`src/rtl/core/dss_pkg.sv`:
```
// Shared types and constants for the disk seek scheduler.
package dss_pkg;

    localparam int CYL_W  = 12;
    localparam int KIND_W = 2;
    localparam int DIST_W = 18;
    localparam int MODE_W = 2;
    localparam int CIDX_W = 2;

    localparam logic [DIST_W-1:0] DIST_MAX = 18'h3FFFF;

    localparam int MAX_REQUESTS_DEF = 16;

    localparam logic [MODE_W-1:0] MODE_FCFS  = 2'd0;
    localparam logic [MODE_W-1:0] MODE_SCAN  = 2'd1;
    localparam logic [MODE_W-1:0] MODE_CSCAN = 2'd2;

    localparam logic [KIND_W-1:0] KIND_HEAD  = 2'd0;
    localparam logic [KIND_W-1:0] KIND_REQ   = 2'd1;
    localparam logic [KIND_W-1:0] KIND_BOUND = 2'd2;

    localparam logic [CIDX_W-1:0] CFG_MODE  = 2'd0;
    localparam logic [CIDX_W-1:0] CFG_UPPER = 2'd1;
    localparam logic [CIDX_W-1:0] CFG_LOWER = 2'd2;

    localparam logic [MODE_W-1:0] MODE_RST  = MODE_FCFS;
    localparam logic [CYL_W-1:0]  UPPER_RST = 12'd199;
    localparam logic [CYL_W-1:0]  LOWER_RST = 12'd0;

    typedef struct packed {
        logic [CYL_W-1:0] cyl;
        logic [CYL_W-1:0] head;
        logic             last;
    } t_req;

endpackage

```
`src/rtl/core/dss_ram.sv`:
```
// Generic single-write, single-read RAM with registered read data.
module dss_ram #(
    parameter int WIDTH = 12,
    parameter int DEPTH = 16,
    parameter int AW    = 4
) (
    input  logic             i_clk,
    input  logic             i_we,
    input  logic [AW-1:0]    i_waddr,
    input  logic [WIDTH-1:0] i_wdata,
    input  logic [AW-1:0]    i_raddr,
    output logic [WIDTH-1:0] o_rdata
);
    logic [WIDTH-1:0] r_mem [DEPTH];
    logic [WIDTH-1:0] r_rdata;

    always_ff @(posedge i_clk) begin
        if (i_we) begin
            r_mem[i_waddr] <= i_wdata;
        end
        r_rdata <= r_mem[i_raddr];
    end

    assign o_rdata = r_rdata;
endmodule

```
`src/rtl/core/dss_front.sv`:
```
// Front end: two-entry request queue between the input port and the walker.
module dss_front import dss_pkg::*; (
    input  logic             i_clk,
    input  logic             i_rst_n,
    input  logic             i_valid,
    output logic             o_stall,
    input  logic [CYL_W-1:0] i_cyl,
    input  logic [CYL_W-1:0] i_head,
    input  logic             i_last,
    output logic             o_q_valid,
    output t_req             o_q,
    input  logic             i_q_pop
);
    t_req       r_q [2];
    logic       r_wp, r_rp;
    logic [1:0] r_cnt;
    logic       push;

    assign o_stall   = (r_cnt == 2'd2);
    assign push      = i_valid && !o_stall;
    assign o_q_valid = (r_cnt != 2'd0);
    assign o_q       = r_q[r_rp];

    always_ff @(posedge i_clk) begin
        if (push) begin
            r_q[r_wp] <= '{cyl: i_cyl, head: i_head, last: i_last};
        end
    end

    always_ff @(posedge i_clk) begin
        if (!i_rst_n) begin
            r_wp  <= 1'b0;
            r_rp  <= 1'b0;
            r_cnt <= 2'd0;
        end else begin
            if (push) r_wp <= !r_wp;
            if (i_q_pop) r_rp <= !r_rp;
            r_cnt <= r_cnt + 2'(push) - 2'(i_q_pop);
        end
    end
endmodule

```
`src/rtl/core/dss_back.sv`:
```
// Back end: request store, sweep searches and the result stream.
module dss_back import dss_pkg::*; #(
    parameter int MAX_REQUESTS = MAX_REQUESTS_DEF
) (
    input  logic              i_clk,
    input  logic              i_rst_n,
    input  logic              i_q_valid,
    input  t_req              i_q,
    output logic              o_q_pop,
    input  logic [MODE_W-1:0] i_mode,
    input  logic [CYL_W-1:0]  i_upper,
    input  logic [CYL_W-1:0]  i_lower,
    output logic              o_valid,
    input  logic              i_stall,
    output logic [CYL_W-1:0]  o_cyl,
    output logic [KIND_W-1:0] o_kind,
    output logic [DIST_W-1:0] o_dist,
    output logic              o_last
);
    localparam int CW = $clog2(MAX_REQUESTS + 1);
    localparam int IW = (MAX_REQUESTS > 1) ? $clog2(MAX_REQUESTS) : 1;
    localparam int KW = CYL_W + IW;
    localparam int LW = KW + 1;
    localparam logic [CW-1:0] MAXC = CW'(MAX_REQUESTS);

    localparam logic [2:0] S_IDLE  = 3'd0;
    localparam logic [2:0] S_HEAD  = 3'd1;
    localparam logic [2:0] S_FADDR = 3'd2;
    localparam logic [2:0] S_FEMIT = 3'd3;
    localparam logic [2:0] S_SCAN  = 3'd4;
    localparam logic [2:0] S_SNEXT = 3'd5;
    localparam logic [2:0] S_UPB   = 3'd6;
    localparam logic [2:0] S_LOWB  = 3'd7;

    localparam logic [1:0] PH_CNT = 2'd0;
    localparam logic [1:0] PH_UP  = 2'd1;
    localparam logic [1:0] PH_LO  = 2'd2;

    logic [2:0]        r_st;
    logic [1:0]        r_ph;
    logic [CW-1:0]     r_cnt, r_n, r_split, r_rem, r_si, r_fi;
    logic [CYL_W-1:0]  r_head, r_cur;
    logic [DIST_W-1:0] r_sum;
    logic              r_cv, r_found, r_fmax;
    logic [IW-1:0]     r_ci;
    logic [KW-1:0]     r_best;
    logic [LW-1:0]     r_lo, r_hi;

    logic              r_ov, r_olast;
    logic [CYL_W-1:0]  r_ocyl;
    logic [KIND_W-1:0] r_okind;

    logic [CYL_W-1:0]  rd_data;
    logic [IW-1:0]     rd_addr;
    logic              we;

    logic              e_go, e_last, fire, out_free;
    logic [CYL_W-1:0]  e_cyl, d;
    logic [KIND_W-1:0] e_kind;
    logic [DIST_W:0]   sum_w;
    logic [DIST_W-1:0] n_sum;
    logic [LW-1:0]     key, head_key, best_inc;
    logic              in_win, better;

    assign o_q_pop  = (r_st == S_IDLE) && i_q_valid;
    assign we       = o_q_pop && (r_cnt < MAXC);
    assign rd_addr  = (r_st == S_SCAN) ? r_si[IW-1:0] : r_fi[IW-1:0];
    assign head_key = {1'b0, r_head, {IW{1'b0}}};
    assign best_inc = {1'b0, r_best} + LW'(1);

    dss_ram #(.WIDTH(CYL_W), .DEPTH(MAX_REQUESTS), .AW(IW)) u_store (
        .i_clk   (i_clk),
        .i_we    (we),
        .i_waddr (r_cnt[IW-1:0]),
        .i_wdata (i_q.cyl),
        .i_raddr (rd_addr),
        .o_rdata (rd_data)
    );

    // window compare; ties broken by arrival index
    assign key    = {1'b0, rd_data, r_ci};
    assign in_win = (key >= r_lo) && (key < r_hi);
    assign better = !r_found || (r_fmax ? (key[KW-1:0] > r_best) : (key[KW-1:0] < r_best));

    always_comb begin
        e_go   = 1'b0;
        e_cyl  = r_head;
        e_kind = KIND_HEAD;
        e_last = 1'b0;
        unique case (r_st)
            S_HEAD: begin
                e_go = 1'b1;
            end
            S_FEMIT: begin
                e_go   = 1'b1;
                e_cyl  = rd_data;
                e_kind = KIND_REQ;
                e_last = (r_fi == r_n - CW'(1));
            end
            S_SNEXT: begin
                e_go   = (r_ph != PH_CNT);
                e_cyl  = r_best[KW-1:IW];
                e_kind = KIND_REQ;
                e_last = (r_rem == CW'(1)) && ((r_ph == PH_LO) || (r_split == '0));
            end
            S_UPB: begin
                e_go   = 1'b1;
                e_cyl  = i_upper;
                e_kind = KIND_BOUND;
            end
            S_LOWB: begin
                e_go   = 1'b1;
                e_cyl  = i_lower;
                e_kind = KIND_BOUND;
            end
            default: begin
                e_go = 1'b0;
            end
        endcase
    end

    assign out_free = !r_ov || !i_stall;
    assign fire     = e_go && out_free;
    assign d        = (e_cyl > r_cur) ? (e_cyl - r_cur) : (r_cur - e_cyl);
    assign sum_w    = {1'b0, r_sum} + (DIST_W+1)'(d);
    assign n_sum    = (e_kind == KIND_HEAD) ? '0 :
                      (sum_w > {1'b0, DIST_MAX}) ? DIST_MAX : sum_w[DIST_W-1:0];

    always_ff @(posedge i_clk) begin
        if (fire) begin
            r_ocyl  <= e_cyl;
            r_okind <= e_kind;
            r_olast <= e_last;
            r_sum   <= n_sum;
            r_cur   <= e_cyl;
        end
        if (o_q_pop && i_q.last) begin
            r_head <= i_q.head;
        end
    end

    always_ff @(posedge i_clk) begin
        if (!i_rst_n) begin
            r_st    <= S_IDLE;
            r_ph    <= PH_CNT;
            r_cnt   <= '0;
            r_n     <= '0;
            r_split <= '0;
            r_rem   <= '0;
            r_si    <= '0;
            r_fi    <= '0;
            r_cv    <= 1'b0;
            r_ci    <= '0;
            r_found <= 1'b0;
            r_fmax  <= 1'b0;
            r_best  <= '0;
            r_lo    <= '0;
            r_hi    <= '0;
            r_ov    <= 1'b0;
        end else begin
            if (fire) begin
                r_ov <= 1'b1;
            end else if (!i_stall) begin
                r_ov <= 1'b0;
            end

            unique case (r_st)
                S_IDLE: begin
                    if (o_q_pop) begin
                        if (r_cnt < MAXC) r_cnt <= r_cnt + CW'(1);
                        if (i_q.last) begin
                            r_n   <= r_cnt + CW'(r_cnt < MAXC);
                            r_cnt <= '0;
                            r_st  <= S_HEAD;
                        end
                    end
                end
                S_HEAD: begin
                    if (fire) begin
                        r_fi <= '0;
                        if (i_mode == MODE_SCAN || i_mode == MODE_CSCAN) begin
                            r_ph    <= PH_CNT;
                            r_lo    <= '0;
                            r_hi    <= head_key;
                            r_split <= '0;
                            r_fmax  <= 1'b0;
                            r_si    <= '0;
                            r_cv    <= 1'b0;
                            r_found <= 1'b0;
                            r_st    <= S_SCAN;
                        end else begin
                            r_st <= S_FADDR;
                        end
                    end
                end
                S_FADDR: begin
                    r_st <= S_FEMIT;
                end
                S_FEMIT: begin
                    if (fire) begin
                        if (e_last) begin
                            r_st <= S_IDLE;
                        end else begin
                            r_fi <= r_fi + CW'(1);
                            r_st <= S_FADDR;
                        end
                    end
                end
                S_SCAN: begin
                    if (r_cv && in_win) begin
                        if (r_ph == PH_CNT) r_split <= r_split + CW'(1);
                        if (better) begin
                            r_found <= 1'b1;
                            r_best  <= key[KW-1:0];
                        end
                    end
                    r_cv <= (r_si < r_n);
                    r_ci <= r_si[IW-1:0];
                    if (r_si < r_n) r_si <= r_si + CW'(1);
                    if (r_si == r_n && !r_cv) r_st <= S_SNEXT;
                end
                S_SNEXT: begin
                    priority if (r_ph == PH_CNT) begin
                        if (r_n != r_split) begin
                            r_ph    <= PH_UP;
                            r_rem   <= r_n - r_split;
                            r_lo    <= head_key;
                            r_hi    <= '1;
                            r_fmax  <= 1'b0;
                            r_si    <= '0;
                            r_cv    <= 1'b0;
                            r_found <= 1'b0;
                            r_st    <= S_SCAN;
                        end else begin
                            r_st <= S_UPB;
                        end
                    end else if (fire) begin
                        r_rem <= r_rem - CW'(1);
                        if (r_rem == CW'(1)) begin
                            r_st <= (r_ph == PH_UP && r_split != '0) ? S_UPB : S_IDLE;
                        end else begin
                            if (r_fmax) r_hi <= {1'b0, r_best};
                            else        r_lo <= best_inc;
                            r_si    <= '0;
                            r_cv    <= 1'b0;
                            r_found <= 1'b0;
                            r_st    <= S_SCAN;
                        end
                    end
                end
                S_UPB, S_LOWB: begin
                    if (fire) begin
                        if (r_st == S_UPB && i_mode == MODE_CSCAN) begin
                            r_st <= S_LOWB;
                        end else begin
                            r_ph    <= PH_LO;
                            r_rem   <= r_split;
                            r_lo    <= '0;
                            r_hi    <= head_key;
                            r_fmax  <= (i_mode == MODE_SCAN);
                            r_si    <= '0;
                            r_cv    <= 1'b0;
                            r_found <= 1'b0;
                            r_st    <= S_SCAN;
                        end
                    end
                end
                default: begin
                    r_st <= S_IDLE;
                end
            endcase
        end
    end

    assign o_valid = r_ov;
    assign o_cyl   = r_ocyl;
    assign o_kind  = r_okind;
    assign o_dist  = r_sum;
    assign o_last  = r_olast;
endmodule

```
`src/rtl/core/disk_seek_scheduler.sv`:
```
// Top level of the disk seek scheduler: config registers, front queue, back walker.
//
//  channel | direction | handshake            | payload
//  --------+-----------+----------------------+------------------------------------------
//  in      | input     | i_in_valid/o_in_stall | request_cylinder, head_position, batch_end
//  out     | output    | o_out_valid/i_out_stall | visited_cylinder, visit_kind, distance, end
//  cfg     | input     | i_cfg_valid/o_cfg_ready | cfg_index, cfg_data
//
// A request transfer is stored in the front queue first, then written to the store. On the batch end
// the walker emits the head, then each served request: FCFS sets up a store read and then emits
// its result (registered read data); sweep modes first count requests below the head in one pass
// over the store and then decide, then run one min/max search pass per served request and emit its
// result; bound points are emitted as their own results.
// Reset is synchronous, active low, and clears all control state; the store needs no clearing.
// A stalled output holds the walk; the front queue keeps taking transfers until it is full.
module disk_seek_scheduler import dss_pkg::*; #(
    parameter int MAX_REQUESTS = MAX_REQUESTS_DEF
) (
    input  logic              i_clk,
    input  logic              i_rst_n,
    input  logic              i_in_valid,
    output logic              o_in_stall,
    input  logic [CYL_W-1:0]  i_request_cylinder,
    input  logic [CYL_W-1:0]  i_head_position,
    input  logic              i_batch_end,
    output logic              o_out_valid,
    input  logic              i_out_stall,
    output logic [CYL_W-1:0]  o_visited_cylinder,
    output logic [KIND_W-1:0] o_visit_kind,
    output logic [DIST_W-1:0] o_total_distance,
    output logic              o_order_end,
    input  logic              i_cfg_valid,
    output logic              o_cfg_ready,
    input  logic [CIDX_W-1:0] i_cfg_index,
    input  logic [CYL_W-1:0]  i_cfg_data
);
    logic [MODE_W-1:0] r_mode;
    logic [CYL_W-1:0]  r_upper, r_lower;
    logic              q_valid, q_pop;
    t_req              q_data;

    assign o_cfg_ready = 1'b1;

    // config writes are always taken; the host must write only while no batch is in flight
    always_ff @(posedge i_clk) begin
        if (!i_rst_n) begin
            r_mode  <= MODE_RST;
            r_upper <= UPPER_RST;
            r_lower <= LOWER_RST;
        end else if (i_cfg_valid) begin
            unique case (i_cfg_index)
                CFG_MODE:  r_mode  <= i_cfg_data[MODE_W-1:0];
                CFG_UPPER: r_upper <= i_cfg_data;
                CFG_LOWER: r_lower <= i_cfg_data;
                default:   r_mode  <= r_mode;
            endcase
        end
    end

    dss_front u_front (
        .i_clk     (i_clk),
        .i_rst_n   (i_rst_n),
        .i_valid   (i_in_valid),
        .o_stall   (o_in_stall),
        .i_cyl     (i_request_cylinder),
        .i_head    (i_head_position),
        .i_last    (i_batch_end),
        .o_q_valid (q_valid),
        .o_q       (q_data),
        .i_q_pop   (q_pop)
    );

    dss_back #(.MAX_REQUESTS(MAX_REQUESTS)) u_back (
        .i_clk     (i_clk),
        .i_rst_n   (i_rst_n),
        .i_q_valid (q_valid),
        .i_q       (q_data),
        .o_q_pop   (q_pop),
        .i_mode    (r_mode),
        .i_upper   (r_upper),
        .i_lower   (r_lower),
        .o_valid   (o_out_valid),
        .i_stall   (i_out_stall),
        .o_cyl     (o_visited_cylinder),
        .o_kind    (o_visit_kind),
        .o_dist    (o_total_distance),
        .o_last    (o_order_end)
    );
endmodule
```
`config.mk`:
```
export PLATFORM = sky130hd
export DESIGN_NAME = disk_seek_scheduler
export DESIGN_NICKNAME = d
export VERILOG_FILES = /design/src/rtl/core/dss_pkg.sv /design/src/rtl/core/dss_ram.sv /design/src/rtl/core/dss_front.sv /design/src/rtl/core/dss_back.sv /design/src/rtl/core/disk_seek_scheduler.sv
export SDC_FILE = /design/constraint.sdc
export NUM_CORES = 1
export LEC_CHECK = 0
export BUFFER_PORTS_ARGS = -buffer_cell sky130_fd_sc_hd__buf_2
export CORE_AREA = 2 2 181 183
export DETAILED_ROUTE_END_ITERATION = 8
export DIE_AREA = 0 0 183 185
export GPL_TIMING_DRIVEN = 0
export PLACE_DENSITY = 0.8
export SYNTH_ARGS = -nofsm -noshare
export SYNTH_HDL_FRONTEND = slang
export SYNTH_HIERARCHICAL = 1
export SYNTH_SLANG_ARGS = --single-unit
export TNS_END_PERCENT = 10
```
`constraint.sdc`:
```
create_clock -name i_clk -period 16.1 [get_ports i_clk]
set_input_delay 0 -clock i_clk [delete_from_list [all_inputs] [get_ports i_clk]]
set_output_delay 0 -clock i_clk [all_outputs]
set_load 0.03 [all_outputs]
```
==> qor_table.md, run 1 <==
| Parameter | Reported | Unit |
|:---|:---|:---|
| Run status | finished clean | - |
| Sequential element share of the synthesized area | 55.4 | % |
| Final #Nets | 2021 | - |
| Internal power summed over all cells | 0.00244 | W |
| Layout cells sized above 1 | 14.3 | % |
| Number of global-route vias before repair | 14500 | - |
| Post-route setup TNS | 0 | ns |
| Number of failing hold endpoints at the final stage | 0 | - |
| Type of the worst min-delay path | in2reg | - |
| Highest-count cells in the layout ignoring fill and taps | 287 x sky130_fd_sc_hd__edfxtp_1, 177 x sky130_fd_sc_hd__nand2_1, 136 x sky130_fd_sc_hd__dfxtp_1, 110 x sky130_fd_sc_hd__a21oi_1, 108 x sky130_fd_sc_hd__inv_1 | - |
| Grt total ovfl | 0 | - |
| Clock Sink Count | 423 | - |
| Placed Instance Area | 21500 | sq um |
| Clk slew on worst S/H paths | 0.07 | ns |
| Std-Cell Core Area | 32000 | sq um |
| Antenna violations before repair | 0 | - |
| Switching Power | 0.00130 | W |
| Max-capacitance violation count | 0 | - |
| Syn nets | 1848 | - |
| Top-level I/O count | 80 | - |
| Wire length of the first global-routing pass | 81.7 | mm |
| Switching fraction of total power | 34.8 | % |
| Clock share of power | 28.5 | % |
| Static leakage | 8.45 | nW |
| Remaining number of nets flagged by the antenna check after routing | 0 | - |
| H-tree levels | 2 | - |
| Maximum buffer depth of the clock tree | 3 | - |
| Synth Cell Area | 20500 | sq um |
| Portion of the clock cycle consumed by the worst path in the final layout | 44.0 | % |
| Clock root cell | sky130_fd_sc_hd__clkbuf_16 | - |
| Post-Route WL | 53.3 | mm |
| Reg-to-reg critical path endpoint | u_back/o_dist[15]$_SDFFCE_PN0P_ | - |
| Vert. Die Dim | 185 | microns |
| Post-synth EDFFs | 287 | - |
| Final Instance Area | 23500 | sq um |
| Warning count from the yosys run | 6 | - |
| R2R Path Start | u_back/r_st[1]$_SDFFE_PN0P_ | - |
| Worst setup EP type | register | - |
| Number of buffer cells added on primary ports | 76 | - |
| Maximum clock frequency | 141 | MHz |
| Max-slew violation count | 0 | - |
| Area share of the leading cell type in the synthesized netlist | 42.1 | % |
| Area growth, synth to finish | 14.7 | % |
| DRT Pass-1 Iters | 6 | - |
| Buffers inserted by post-CTS timing repair | 0 | - |
| Cell depth of the worst flop-to-flop path | 23 | - |
| DR vias/cell | 6.38 | - |
| Number of diodes | 0 | - |
| R2R Setup Slk | 9.01 | ns |
| # setup viols final | 0 | - |
| Maximum fanout count along the critical path | 10 | - |
| Post-Synthesis Mean Instance Area | 12.1 | sq um |
| Number of design-rule violations left by the first detailed-router iteration | 1607 | - |
| Largest cells by area after synthesis | sky130_fd_sc_hd__edfxtp_1 42%, sky130_fd_sc_hd__dfxtp_1 13%, sky130_fd_sc_hd__ha_1 6.5% | - |
| Netlist cell types | 81 | - |
| Number of vias in the routed layout | 14800 | - |
| Worst Setup Path Type | reg2reg | - |
| Share of total power in sequential cells | 38.3 | % |
| Setup crit end | u_back/o_dist[15]$_SDFFCE_PN0P_ | - |
| Average routed wire per standard cell | 23.1 | microns |
| Post-route DRC violation count | 0 | - |
| Normalized max-slew margin | 6.10 | % |
| Most frequent standard cell in the layout excluding fill and tap cells | sky130_fd_sc_hd__edfxtp_1 | - |
| Pin count of the biggest net entering global routing | 26 | - |
| Synthesis-stage register bit count | 423 | - |
| Row cnt | 66 | - |
| Clock Skews | 0.0365 | ns |
| CTS tree | built | - |
| Placed wire-length estimate after detailed placement | 35.5 | mm |
| Weighted congestion reported at the end of routability-driven placement | 1.02 | - |
| FFs w/ async S/R, synth | 0 | % |
| Tmin final | 7.09 | ns |
| Cell taking the most area after synthesis | sky130_fd_sc_hd__edfxtp_1 | - |
| Part of the power in combinational logic | 33.1 | % |
| Starting density of the core | 63.9 | % |
| X dimension of the die | 183 | microns |
| Min-delay src | i_request_cylinder[8] | - |
| Max VDD drop | 0.142 | mV |
| Required time of the worst setup path | 16.40 | ns |
| Endpoint arrival time on the critical path | 7.38 | ns |
| Total CTS buffers | 44 | - |
| Type of origin of the critical path | register | - |
| PD cells | 159 | nW/um^2 |
| Overall track demand over capacity in global routing | 31.7 | % |
| RSZ-0062 raised after global routing | false | - |
| Clock latency of the later-clocked register in the worst-skew pair | 0.58 | ns |
| Final cell utilization of the core | 73.3 | % |
| Die Outline Area | 33900 | sq um |
| Dominant register cell in the synthesized netlist | sky130_fd_sc_hd__edfxtp_1 | - |
| Critical path launch point | u_back/r_st[1]$_SDFFE_PN0P_ | - |
| Transition at the pin with the smallest max-transition slack | 1.40 | ns |
| Number of instances in the synthesized netlist | 1694 | - |
stage by stage:
step           hold slack (ns)  power (W)  worst slack, ns  cells
2_1_floorplan           0.0989    0.00231            10.33   1694
3_3_place_gp             0.187    0.00258             9.23   2178
3_5_place_dp             0.191    0.00264             9.13   2184
4_1_cts                  0.118    0.00372             9.07   2310
5_1_grt                  0.136    0.00391             8.39   2311
6_report                 0.141    0.00374             9.01   2311
cell usage after synthesis, types with 4 or more instances:
master,n
sky130_fd_sc_hd__o21ai_0,46
sky130_fd_sc_hd__ha_1,106
sky130_fd_sc_hd__nor2b_1,11
sky130_fd_sc_hd__and2_1,7
sky130_fd_sc_hd__nor2_1,100
sky130_fd_sc_hd__mux2_4,20
sky130_fd_sc_hd__fa_1,4
sky130_fd_sc_hd__and3_1,10
sky130_fd_sc_hd__nand3b_1,9
sky130_fd_sc_hd__nand2b_1,11
sky130_fd_sc_hd__o22ai_1,23
sky130_fd_sc_hd__buf_12,4
sky130_fd_sc_hd__nand3_1,38
sky130_fd_sc_hd__o31ai_1,6
sky130_fd_sc_hd__nand4_1,21
sky130_fd_sc_hd__nand4b_1,8
sky130_fd_sc_hd__xnor2_1,38
sky130_fd_sc_hd__a22oi_1,31
sky130_fd_sc_hd__mux4_2,33
sky130_fd_sc_hd__mux4_1,15
sky130_fd_sc_hd__clkbuf_1,48
sky130_fd_sc_hd__a211oi_1,20
sky130_fd_sc_hd__or2_2,6
sky130_fd_sc_hd__o21a_1,5
sky130_fd_sc_hd__a31oi_1,10
sky130_fd_sc_hd__nor3_1,22
sky130_fd_sc_hd__a221oi_1,6
sky130_fd_sc_hd__buf_6,5
sky130_fd_sc_hd__xor2_1,23
sky130_fd_sc_hd__a21oi_1,111
sky130_fd_sc_hd__a21o_1,18
sky130_fd_sc_hd__buf_1,4
sky130_fd_sc_hd__mux2i_1,54
sky130_fd_sc_hd__mux2_2,8
sky130_fd_sc_hd__o211ai_1,22
sky130_fd_sc_hd__dfxtp_1,136
sky130_fd_sc_hd__inv_1,108
sky130_fd_sc_hd__a2111oi_0,9
sky130_fd_sc_hd__and4_1,4
sky130_fd_sc_hd__nand2_1,177
sky130_fd_sc_hd__buf_2,14
sky130_fd_sc_hd__edfxtp_1,287
worst max-delay path: stages (launching register included):
cell and delay, ns:
sky130_fd_sc_hd__dfxtp_1 0.46, sky130_fd_sc_hd__clkbuf_1 0.39, sky130_fd_sc_hd__buf_1 0.42, sky130_fd_sc_hd__buf_1 0.51
sky130_fd_sc_hd__o21ai_0 0.15, sky130_fd_sc_hd__o22ai_1 0.20, sky130_fd_sc_hd__a21oi_1 0.15, sky130_fd_sc_hd__ha_1 0.47
sky130_fd_sc_hd__nand2_1 0.14, sky130_fd_sc_hd__a2111o_1 0.42, sky130_fd_sc_hd__a31o_1 0.25, sky130_fd_sc_hd__a21oi_4 0.30
sky130_fd_sc_hd__buf_6 0.21, sky130_fd_sc_hd__mux2i_1 0.26, sky130_fd_sc_hd__xor2_1 0.17, sky130_fd_sc_hd__ha_1 0.29
sky130_fd_sc_hd__and3_1 0.16, sky130_fd_sc_hd__a2111oi_0 0.78, sky130_fd_sc_hd__a211oi_1 0.18, sky130_fd_sc_hd__o21ai_0 0.32
sky130_fd_sc_hd__nor2b_1 0.27, sky130_fd_sc_hd__nor2_1 0.09, sky130_fd_sc_hd__o21ai_0 0.17, sky130_fd_sc_hd__a31oi_1 0.06
worst min-delay path by stage:
stage / to / slack (ns) / cells after the start
5_1_grt: u_front/r_q[0][18]$_DFFE_PP_ / 0.14 / 2
6_report: u_front/r_q[1][21]$_DFFE_PP_ / 0.14 / 2
2_1_floorplan: u_front/r_q[0][0]$_DFFE_PP_ / 0.1 / 0
3_5_place_dp: u_front/r_q[0][11]$_DFFE_PP_ / 0.19 / 1
3_3_place_gp: u_front/r_q[0][18]$_DFFE_PP_ / 0.19 / 1
4_1_cts: u_front/r_q[1][19]$_DFFE_PP_ / 0.12 / 2
registers in the layout, summed over array words and instances (netlist names), 2 cells and up, named ones only:
| register | cells |
|---|---|
| u_back/u_store/o_rdata | 12 |
| u_back/o_kind | 2 |
| u_back/o_cyl | 12 |
| u_back/r_rem | 5 |
| r_mode | 2 |
| u_back/r_ph | 2 |
| u_front/r_q | 50 |
| u_back/r_best | 16 |
| u_back/r_head | 12 |
| u_back/u_store/r_mem | 192 |
| u_back/r_split | 5 |
| u_front/r_cnt | 2 |
| r_lower | 12 |
| u_back/o_dist | 18 |
| u_back/r_n | 5 |
| u_back/r_st | 3 |
| u_back/r_fi | 5 |
| u_back/r_lo | 17 |
| u_back/r_si | 5 |
| u_back/r_hi | 17 |
| u_back/r_cnt | 5 |
| u_back/r_ci | 4 |
| r_upper | 12 |
power by group through the flow:
| stage | Combinational (W) | Clock, W | Sequential [W] |
|---|---|---|---|
| 2_1_floorplan | 0.000856 | 0 | 0.00146 |
| 3_5_place_dp | 0.00119 | 0 | 0.00145 |
| 3_3_place_gp | 0.00114 | 0 | 0.00145 |
| 4_1_cts | 0.00122 | 0.00107 | 0.00143 |
| 6_report | 0.00124 | 0.00107 | 0.00143 |
| 5_1_grt | 0.00136 | 0.00111 | 0.00144 |
area by class of cell:
| class | count | area [sq um] |
|---|---|---|
| Buffer | 79 | 438 |
| Clock buffer | 55 | 1220 |
| Timing Repair Buffer | 127 | 921 |
| Sequential cell | 423 | 11300 |
| Fill cell | 2097 | 8560 |
| Clock inverter | 27 | 320 |
| Multi-Input combinational cell | 1081 | 8320 |
| Inverter | 111 | 417 |
| Tap cell | 408 | 510 |
kinds of logic (layout without fill, tap and decap cells):
logic type,after synthesis,count (layout),share of synthesized area [%]
xor gates and xnor gates,61,61,2.61
and+or+nand+nor,442,442,10.1
buffers and inverters,190,399,4.17
muxes,130,130,10.1
other,1,1,0.0183
DFF,423,423,55.4
adders and majority gates,110,110,6.87
AOI/OAI and AO/OA,337,337,10.7
per-layer routing:
metal / wire length [microns] / GRT usage [%] / vias to the layer above / part of all wire [%]
met5: 0 / 0 / - / 0
li1: - / - / 6643 / -
met4: 1900 / 12.1 / 0 / 3.6
met2: 25900 / 53.5 / 753 / 49
met1: 20900 / 41.7 / 7230 / 39
met3: 4620 / 5.01 / 128 / 8.7
what timing repair did:
action,CTS,global route
resized for setup,0,0
hold buffers,44,0
endpoints found under the hold margin,97,0
endpoints found under the setup margin,0,0
Note: power is estimated with default switching activity, not from simulation.
==> run 2: changes to the inputs <==
--- a/config.mk
+++ b/config.mk
@@ -6,11 +6,11 @@
 export NUM_CORES = 1
 export LEC_CHECK = 0
 export BUFFER_PORTS_ARGS = -buffer_cell sky130_fd_sc_hd__buf_2
-export CORE_AREA = 2 2 181 183
+export CORE_AREA = 2 2 195 197
 export DETAILED_ROUTE_END_ITERATION = 8
-export DIE_AREA = 0 0 183 185
+export DIE_AREA = 0 0 197 199
 export GPL_TIMING_DRIVEN = 0
-export PLACE_DENSITY = 0.8
+export PLACE_DENSITY = 0.73
 export SYNTH_ARGS = -nofsm -noshare
 export SYNTH_HDL_FRONTEND = slang
 export SYNTH_HIERARCHICAL = 1
==> constraint.sdc (replaced) <==
create_clock -name i_clk -period 6.15 [get_ports i_clk]
set_input_delay 0 -clock i_clk [delete_from_list [all_inputs] [get_ports i_clk]]
set_output_delay 0 -clock i_clk [all_outputs]
set_load 0.03 [all_outputs]
==> run 2 against run 1 <==
Largest cell class unchanged. Highest routed layer unchanged. Largest power group unchanged. Routed wire length shrank 1.9%. Sequential share of layout area shrank 0.36 points. Critical path type unchanged. Worst setup slack lost 8.7 ns. Clock-buffer cell count shrank 1. Maximum frequency grew 21%. Clock skew shrank 0.014 ns. Core utilization shrank 9.6 points. Flip-flop and latch count is the same.
==> qor_table.md, run 2 (synthesis results as in run 1) <==
| Parameter | Reported | Unit | Delta |
|:---|:---|:---|:---|
| Final Instance Area | 23700 | sq um | +0.75% |
| Area growth, synth to finish | 15.5 | % |  |
| Remaining number of nets flagged by the antenna check after routing | 0 | - | unchanged |
| Normalized max-slew margin | 11.2 | % | +5.1 points |
| Post-route DRC violation count | 0 | - | unchanged |
| Max VDD drop | 0.302 | mV | +110% |
| Required time of the worst setup path | 6.45 | ns | -9.95 ns |
| Final #Nets | 2025 | - | +0.20% |
| Top-level I/O count | 80 | - | unchanged |
| DR vias/cell | 6.07 | - | -5.0% |
| Worst Setup Path Type | reg2reg | - |  |
| Total CTS buffers | 45 | - | +2.3% |
| PD cells | 419 | nW/um^2 | +160% |
| Std-Cell Core Area | 37100 | sq um | +16% |
| # setup viols final | 0 | - | unchanged |
| Type of origin of the critical path | register | - |  |
| H-tree levels | 2 | - | unchanged |
| Static leakage | 8.47 | nW | +0.22% |
| Number of vias in the routed layout | 14400 | - | -2.2% |
| Run status | finished clean | - |  |
| Slowest stage cell on the critical path | sky130_fd_sc_hd__ha_1 | - |  |
| Maximum fanout count along the critical path | 10 | - | unchanged |
| Tmin final | 5.88 | ns | -1.21 ns |
| Placed wire-length estimate after detailed placement | 37.4 | mm | +5.2% |
| Antenna violations before repair | 1 | - | +1 |
| Total power | 0.00991 | W | +170% |
| GR met2 Demand/Resource | 46.4 | % | -7.0 points |
| Die Outline Area | 39200 | sq um | +16% |
| Clock Skews | 0.0223 | ns | -0.0142 ns |
| Vert. Die Dim | 199 | microns | +7.6% |
| Max-slew violation count | 0 | - | unchanged |
| Post-route setup TNS | 0 | ns | unchanged |
| Portion of the clock cycle consumed by the worst path in the final layout | 95.6 | % | +52 points |
| Clock root cell | sky130_fd_sc_hd__clkbuf_16 | - |  |
| Number of placed instances, taps included | 2250 | - | +3.0% |
| Fillers | 2810 | - | +34% |
| DRT Pass-1 Iters | 5 | - | -1 |
| Buf+Inv Stages, Crit Path | 5 | - | +1 |
| Maximum clock frequency | 170 | MHz | +21% |
| Transition at the pin with the smallest max-transition slack | 1.33 | ns | -0.0765 ns |
| Worst setup EP type | register | - |  |
| Weighted congestion reported at the end of routability-driven placement | 0.918 | - | -9.7% |
| Number of failing hold endpoints at the final stage | 0 | - | unchanged |
| Clock Sink Count | 423 | - | unchanged |
| Met3 Usage GRT | 3.98 | % | -1.0 points |
| Final Instance Count excl. Fillers | 2378 | - | +2.9% |
| X dimension of the die | 197 | microns | +7.7% |
| Worst slack after detailed placement | -1.03 | ns | -10.16 ns |
| Layout cells sized above 1 | 15.8 | % | +1.5 points |
| Dominant delay contributor by cell family on the critical path | compound AO/OA/AOI/OAI gates | - |  |
| Peak per-stage delay on the critical path | 0.43 | ns | -0.35 ns |
| Endpoint arrival time on the critical path | 6.18 | ns | -1.20 ns |
| Type of the worst min-delay path | in2reg | - |  |
| Clk slew on worst S/H paths | 0.06 | ns | about the same |
| Wire length of the first global-routing pass | 80.3 | mm | -1.8% |
| Ordered list of cells on the worst path | clkbuf_4 > nor2b_1 > nand2_1 > buf_2 > o22ai_1 > a21oi_2 > ha_1 > inv_1 > a2111o_1 > a31o_1 > a21oi_4 > buf_6 > mux2i_1 > a31oi_1 > o221ai_2 > xor2_1 > ha_1 > or2_2 > a21oi_2 > a31oi_4 > nand2b_4 > clkbuf_4 > a21oi_1 | - |  |
| Placed Instance Area | 21600 | sq um | +0.36% |
| Largest reg by FF count | u_back/u_store/r_mem | - |  |
| CTS tree | built | - |  |
| Overall track demand over capacity in global routing | 26.9 | % | -4.7 points |
| R2R Setup Slk | 0.27 | ns | -8.74 ns |
| Pin count of the biggest net entering global routing | 26 | - | unchanged |
| Grt total ovfl | 0 | - | unchanged |
| Met1 layer usage reported by global route | 33.8 | % | -7.9 points |
| Starting density of the core | 55.1 | % | -8.8 points |
| Number of design-rule violations left by the first detailed-router iteration | 1130 | - | -30% |
| Number of buffer cells added on primary ports | 76 | - | unchanged |
| Post-Route WL | 52.3 | mm | -1.9% |
| Average routed wire per standard cell | 22.0 | microns | -4.6% |
| Max-capacitance violation count | 0 | - | unchanged |
| Row cnt | 71 | - | +7.6% |
| Maximum buffer depth of the clock tree | 3 | - | unchanged |
| Final critical-path setup slack | 0.271 | ns | -8.74 ns |
| Flip-flop count of the largest register, all copies and words added | 192 | - | unchanged |
| Number of global-route vias before repair | 14300 | - | -0.88% |
| Clock latency of the later-clocked register in the worst-skew pair | 0.58 | ns | about the same |
| Most heavily used metal layer in global routing | met2 | - |  |
| Highest-count cells in the layout ignoring fill and taps | 287 x sky130_fd_sc_hd__edfxtp_1, 177 x sky130_fd_sc_hd__nand2_1, 135 x sky130_fd_sc_hd__dfxtp_1, 108 x sky130_fd_sc_hd__inv_1, 104 x sky130_fd_sc_hd__a21oi_1 | - |  |
| Number of diodes | 0 | - | unchanged |
| Most frequent standard cell in the layout excluding fill and tap cells | sky130_fd_sc_hd__edfxtp_1 | - |  |
-- run 2: cell type report --
type	instances	area (sq um)	share of cell area, %
Buffer	79	458	1.94
Clock buffer	54	1220	5.16
Clock inverter	26	231	0.979
Inverter	111	417	1.76
Multi-Input combinational cell	1081	8450	35.7
Sequential cell	423	11300	47.9
Tap cell	474	593	2.51
Timing Repair Buffer	130	946	4.00
-- run 2: worst reg2reg max path: stages (launching register included) --
cell and delay, ns:
sky130_fd_sc_hd__dfxtp_1 0.41, sky130_fd_sc_hd__clkbuf_4 0.25, sky130_fd_sc_hd__nor2b_1 0.23, sky130_fd_sc_hd__nand2_1 0.18
sky130_fd_sc_hd__buf_2 0.25, sky130_fd_sc_hd__o22ai_1 0.26, sky130_fd_sc_hd__a21oi_2 0.11, sky130_fd_sc_hd__ha_1 0.43
sky130_fd_sc_hd__inv_1 0.08, sky130_fd_sc_hd__a2111o_1 0.39, sky130_fd_sc_hd__a31o_1 0.25, sky130_fd_sc_hd__a21oi_4 0.31
sky130_fd_sc_hd__buf_6 0.22, sky130_fd_sc_hd__mux2i_1 0.09, sky130_fd_sc_hd__a31oi_1 0.30, sky130_fd_sc_hd__o221ai_2 0.15
sky130_fd_sc_hd__xor2_1 0.28, sky130_fd_sc_hd__ha_1 0.35, sky130_fd_sc_hd__or2_2 0.32, sky130_fd_sc_hd__a21oi_2 0.21
sky130_fd_sc_hd__a31oi_4 0.10, sky130_fd_sc_hd__nand2b_4 0.14, sky130_fd_sc_hd__clkbuf_4 0.22, sky130_fd_sc_hd__a21oi_1 0.10
-- run 2: path summary, 6_finish.rpt --
kind,startpoint,to,depth (start not counted)
setup reg to reg,u_back/r_st[0]$_SDFFE_PN0P_,u_back/o_dist[9]$_SDFFCE_PN0P_,23
hold / removal,i_head_position[3],u_front/r_q[1][4]$_DFFE_PP_,2
hold reg to reg,u_back/r_hi[14]$_SDFFE_PN0P_,u_back/r_hi[14]$_SDFFE_PN0P_,2
setup / recovery,u_back/r_st[0]$_SDFFE_PN0P_,u_back/o_dist[9]$_SDFFCE_PN0P_,23
-- run 2: stage by stage --
| stage | hold slack [ns] | utilization (%) |
|---|---|---|
| 2_1_floorplan | 0.0989 | - |
| 3_3_place_gp | 0.189 | 57.8 |
| 3_5_place_dp | 0.191 | 58.1 |
| 4_1_cts | 0.123 | 63.4 |
| 5_1_grt | 0.154 | 63.7 |
| 6_report | 0.148 | 63.7 |
-- run 2: layer usage --
layer | vias up | part of all wire (%)
met2 | 527 | 48
met4 | 0 | 4.5
met1 | 7111 | 41
met3 | 142 | 6.2
met5 | - | 0
li1 | 6649 | -
-- run 2: power by group --
part / switching [W] / internal (W) / total, W
logic: 0.00211 / 0.00138 / 0.00349
registers: 0.000283 / 0.00349 / 0.00377
clock network: 0.00113 / 0.00152 / 0.00265
total: 0.00352 / 0.00639 / 0.00991
-- run 2: what timing repair did --
| item | in CTS | in global routing |
|---|---|---|
| buffers inserted | 0 | 1 |
| endpoints found under the setup margin | 18 | 18 |
| hold endpoints to repair | 102 | 0 |
| gates cloned | 0 | 0 |
| hold buffers | 47 | 0 |
| pin swaps | 0 | 2 |
| gates resized for setup | 19 | 26 |
==> run 3: changes to the inputs <==
--- a/config.mk
+++ b/config.mk
@@ -11,6 +11,7 @@
 export DIE_AREA = 0 0 197 199
 export GPL_TIMING_DRIVEN = 0
 export PLACE_DENSITY = 0.73
+export RECOVER_POWER = 100
 export SYNTH_ARGS = -nofsm -noshare
 export SYNTH_HDL_FRONTEND = slang
 export SYNTH_HIERARCHICAL = 1
==> run 3 against run 2 <==
Via count about the same. Sequential power about the same. First-iteration DRC count decreased by 1.3%. Core utilization decreased by 0.93 points. Die area unchanged. Maximum frequency decreased by 0.65%. Register-to-register slack got worse by 0.04 ns.
==> qor_table.md, run 3 (synthesis results as in run 1) <==
| Parameter | Reported | Unit | Delta |
|:---|:---|:---|:---|
| Run status | finished clean | - |  |
| Pin count of the biggest net entering global routing | 26 | - | unchanged |
| Antenna violations before repair | 1 | - | unchanged |
| Average routed wire per standard cell | 22.0 | microns | about the same |
| Portion of the clock cycle consumed by the worst path in the final layout | 96.2 | % | +0.62 points |
| Type of the worst min-delay path | in2reg | - |  |
| Overall track demand over capacity in global routing | 26.9 | % | unchanged |
| Top-level I/O count | 80 | - | unchanged |
| Min-delay src | i_head_position[3] | - |  |
| Maximum fanout count along the critical path | 10 | - | unchanged |
| Wire length of the first global-routing pass | 80.3 | mm | unchanged |
| Final cell utilization of the core | 62.8 | % | -0.93 points |
| Slowest stage cell on the critical path | sky130_fd_sc_hd__ha_1 | - |  |
| Required time of the worst setup path | 6.45 | ns | about the same |
| Cell depth of the worst flop-to-flop path | 23 | - | unchanged |
| Max VDD drop | 0.270 | mV | -11% |
| Cell count of the worst hold path | 2 | - | unchanged |
| Clock root cell | sky130_fd_sc_hd__clkbuf_16 | - |  |
| Post-route DRC violation count | 0 | - | unchanged |
| Maximum buffer depth of the clock tree | 3 | - | unchanged |
| Static leakage | 8.13 | nW | -4.1% |
| Clk slew on worst S/H paths | 0.06 | ns | about the same |
| DR vias/cell | 6.07 | - | about the same |
| Fillers | 2892 | - | +2.9% |
| R2R Path Start | u_back/r_st[0]$_SDFFE_PN0P_ | - |  |
| Peak per-stage delay on the critical path | 0.43 | ns | about the same |
| Switching fraction of total power | 35.9 | % | +0.30 points |
| Placed wire-length estimate after detailed placement | 37.4 | mm | unchanged |
| Starting density of the core | 55.1 | % | unchanged |
| Max-slew violation count | 0 | - | unchanged |
| Dominant delay contributor by cell family on the critical path | compound AO/OA/AOI/OAI gates | - |  |
| Largest reg by FF count | u_back/u_store/r_mem | - |  |
| Maximum clock frequency | 169 | MHz | -0.65% |
| Hold path endpoint | u_front/r_q[1][4]$_DFFE_PP_ | - |  |
| Transition at the pin with the smallest max-transition slack | 1.48 | ns | +0.151 ns |
| Clock latency of the later-clocked register in the worst-skew pair | 0.58 | ns | about the same |
| Tmin final | 5.92 | ns | +0.0383 ns |
| Final #Nets | 2025 | - | unchanged |
| Number of design-rule violations left by the first detailed-router iteration | 1115 | - | -1.3% |
| Number of buffer cells added on primary ports | 76 | - | unchanged |
| Number of placed instances, taps included | 2250 | - | unchanged |
| Total area of sequential cells | 11300 | sq um | unchanged |
| Highest-count cells in the layout ignoring fill and taps | 287 x sky130_fd_sc_hd__edfxtp_1, 178 x sky130_fd_sc_hd__nand2_1, 135 x sky130_fd_sc_hd__dfxtp_1, 119 x sky130_fd_sc_hd__clkbuf_1 | - |  |
| Area of combinational cells with multiple inputs | 8310 | sq um | -1.6% |
| Internal power summed over all cells | 0.00627 | W | -1.8% |
| Worst setup EP type | register | - |  |
| Final critical-path setup slack | 0.233 | ns | -0.0383 ns |
| Total CTS buffers | 45 | - | unchanged |
| Clock Sink Count | 423 | - | unchanged |
| Clock share of power | 27.1 | % | +0.4 points |
| Number of vias in the routed layout | 14400 | - | +0.062% |
| CTS tree | built | - |  |
| Number of global-route vias before repair | 14300 | - | unchanged |
| PD cells | 419 | nW/um^2 | +0.12% |
| Most frequent standard cell in the layout excluding fill and tap cells | sky130_fd_sc_hd__edfxtp_1 | - |  |
| Reg-to-reg critical path endpoint | u_back/o_dist[9]$_SDFFCE_PN0P_ | - |  |
| Weighted congestion reported at the end of routability-driven placement | 0.918 | - | unchanged |
| H-tree levels | 2 | - | unchanged |
| Type of origin of the critical path | register | - |  |
| Final Instance Count excl. Fillers | 2378 | - | unchanged |
| Remaining number of nets flagged by the antenna check after routing | 0 | - | unchanged |
| Share of total power in sequential cells | 38.6 | % | +0.6 points |
| Flip-flop count of the largest register, all copies and words added | 192 | - | unchanged |
| Row cnt | 71 | - | unchanged |
| Buf+Inv Stages, Crit Path | 5 | - | unchanged |
| Part of the power in combinational logic | 34.3 | % | -0.9 points |
| Normalized max-slew margin | 1.51 | % | -9.7 points |
| Switching Power | 0.00350 | W | -0.51% |
| Endpoint arrival time on the critical path | 6.22 | ns | +0.04 ns |
| Grt total ovfl | 0 | - | unchanged |
| Post-Route WL | 52.3 | mm | about the same |
| Clock Skews | 0.0235 | ns | +0.00115 ns |
| Worst Setup Path Type | reg2reg | - |  |
| Die Outline Area | 39200 | sq um | unchanged |
| Vert. Die Dim | 199 | microns | unchanged |
| Worst slack after detailed placement | -1.03 | ns | unchanged |
| Number of diodes | 0 | - | unchanged |
| X dimension of the die | 197 | microns | unchanged |
| Std-Cell Core Area | 37100 | sq um | unchanged |
| Layout cells sized above 1 | 10.4 | % | -5.4 points |
| # setup viols final | 0 | - | unchanged |
| DRT Pass-1 Iters | 6 | - | +1 |
| Post-route setup TNS | 0 | ns | unchanged |
| Max-capacitance violation count | 0 | - | unchanged |
| Total power | 0.00978 | W | -1.3% |
| Number of failing hold endpoints at the final stage | 0 | - | unchanged |
| R2R Setup Slk | 0.23 | ns | -0.04 ns |
| Ordered list of cells on the worst path | clkbuf_4 > nor2b_1 > nand2_1 > buf_2 > o22ai_1 > a21oi_2 > ha_1 > inv_1 > a2111o_1 > a31o_1 > a21oi_4 > buf_6 > mux2i_1 > a31oi_1 > o221ai_2 > xor2_1 > ha_1 > or2_2 > a21oi_2 > a31oi_4 > nand2b_4 > clkbuf_4 > a21oi_1 | - |  |
| Area growth, synth to finish | 13.8 | % |  |
-- run 3: through the flow --
| step | cell area [sq um] | hold slack, ns |
|---|---|---|
| global placement | 21500 | 0.189 |
| global route | 23300 | 0.154 |
| finish | 23300 | 0.155 |
| floorplan | 20500 | 0.0989 |
| detailed placement | 21600 | 0.191 |
| CTS | 23500 | 0.123 |
-- run 3: timing repair --
item | CTS | global route
hold buffers | 47 | 0
buffers inserted | 0 | 1
pin swaps | 0 | 2
resized for setup | 19 | 26
endpoints found under the setup margin | 18 | 18
hold endpoints to repair | 102 | 0
-- run 3: power by group through the flow --
| stage | clock (W) | sequential (W) | combinational, W |
|---|---|---|---|
| floorplan | 0 | 0.00381 | 0.00224 |
| global placement | 0 | 0.00382 | 0.00308 |
| detailed placement | 0 | 0.00382 | 0.00318 |
| CTS | 0.00270 | 0.00376 | 0.00333 |
| global route | 0.00279 | 0.00379 | 0.00369 |
| finish | 0.00265 | 0.00377 | 0.00335 |
-- run 3: cell type report --
class	count	share of cell area (%)
sequential	423	48.7
multi-input combinational	1081	35.7
clock buffer	54	5.24
timing repair buffer	130	3.49
tap	474	2.54
inverter	111	1.79
buffer	79	1.64
clock inverter	26	0.993
-- run 3: worst reg2reg max path, stage by stage, from the launching register on --
cell                       delay [ns]
sky130_fd_sc_hd__dfxtp_1         0.41
sky130_fd_sc_hd__clkbuf_4        0.25
sky130_fd_sc_hd__nor2b_1         0.24
sky130_fd_sc_hd__nand2_1         0.18
sky130_fd_sc_hd__buf_2           0.25
sky130_fd_sc_hd__o22ai_1         0.26
sky130_fd_sc_hd__a21oi_2         0.11
sky130_fd_sc_hd__ha_1            0.43
sky130_fd_sc_hd__inv_1           0.08
sky130_fd_sc_hd__a2111o_1        0.40
sky130_fd_sc_hd__a31o_1          0.25
sky130_fd_sc_hd__a21oi_4         0.31
sky130_fd_sc_hd__buf_6           0.22
sky130_fd_sc_hd__mux2i_1         0.09
sky130_fd_sc_hd__a31oi_1         0.30
sky130_fd_sc_hd__o221ai_2        0.15
sky130_fd_sc_hd__xor2_1          0.28
sky130_fd_sc_hd__ha_1            0.35
sky130_fd_sc_hd__or2_2           0.32
sky130_fd_sc_hd__a21oi_2         0.21
sky130_fd_sc_hd__a31oi_4         0.10
sky130_fd_sc_hd__nand2b_4        0.14
sky130_fd_sc_hd__clkbuf_4        0.22
sky130_fd_sc_hd__a21oi_1         0.10
-- run 3: metal layers --
metal	vias up	wire (microns)	GRT usage, %
li1	6653	-	-
met1	7082	21400	33.8
met2	552	25400	46.4
met3	151	3210	3.98
met4	0	2380	12.2
met5	-	0	0
-- run 3: worst max-delay path by stage --
stage,startpoint,to,cells after the start
finish,u_back/r_st[0]$_SDFFE_PN0P_,u_back/o_dist[9]$_SDFFCE_PN0P_,23
global route,u_back/r_st[0]$_SDFFE_PN0P_,u_back/o_dist[13]$_SDFFCE_PN0P_,23
CTS,u_back/r_st[1]$_SDFFE_PN0P_,u_back/o_dist[0]$_SDFFCE_PN0P_,23
detailed placement,u_back/r_st[1]$_SDFFE_PN0P_,u_back/o_dist[15]$_SDFFCE_PN0P_,23
global placement,u_back/r_st[1]$_SDFFE_PN0P_,u_back/o_dist[13]$_SDFFCE_PN0P_,23
floorplan,u_back/r_st[1]$_SDFFE_PN0P_,u_back/o_dist[13]$_SDFFCE_PN0P_,23
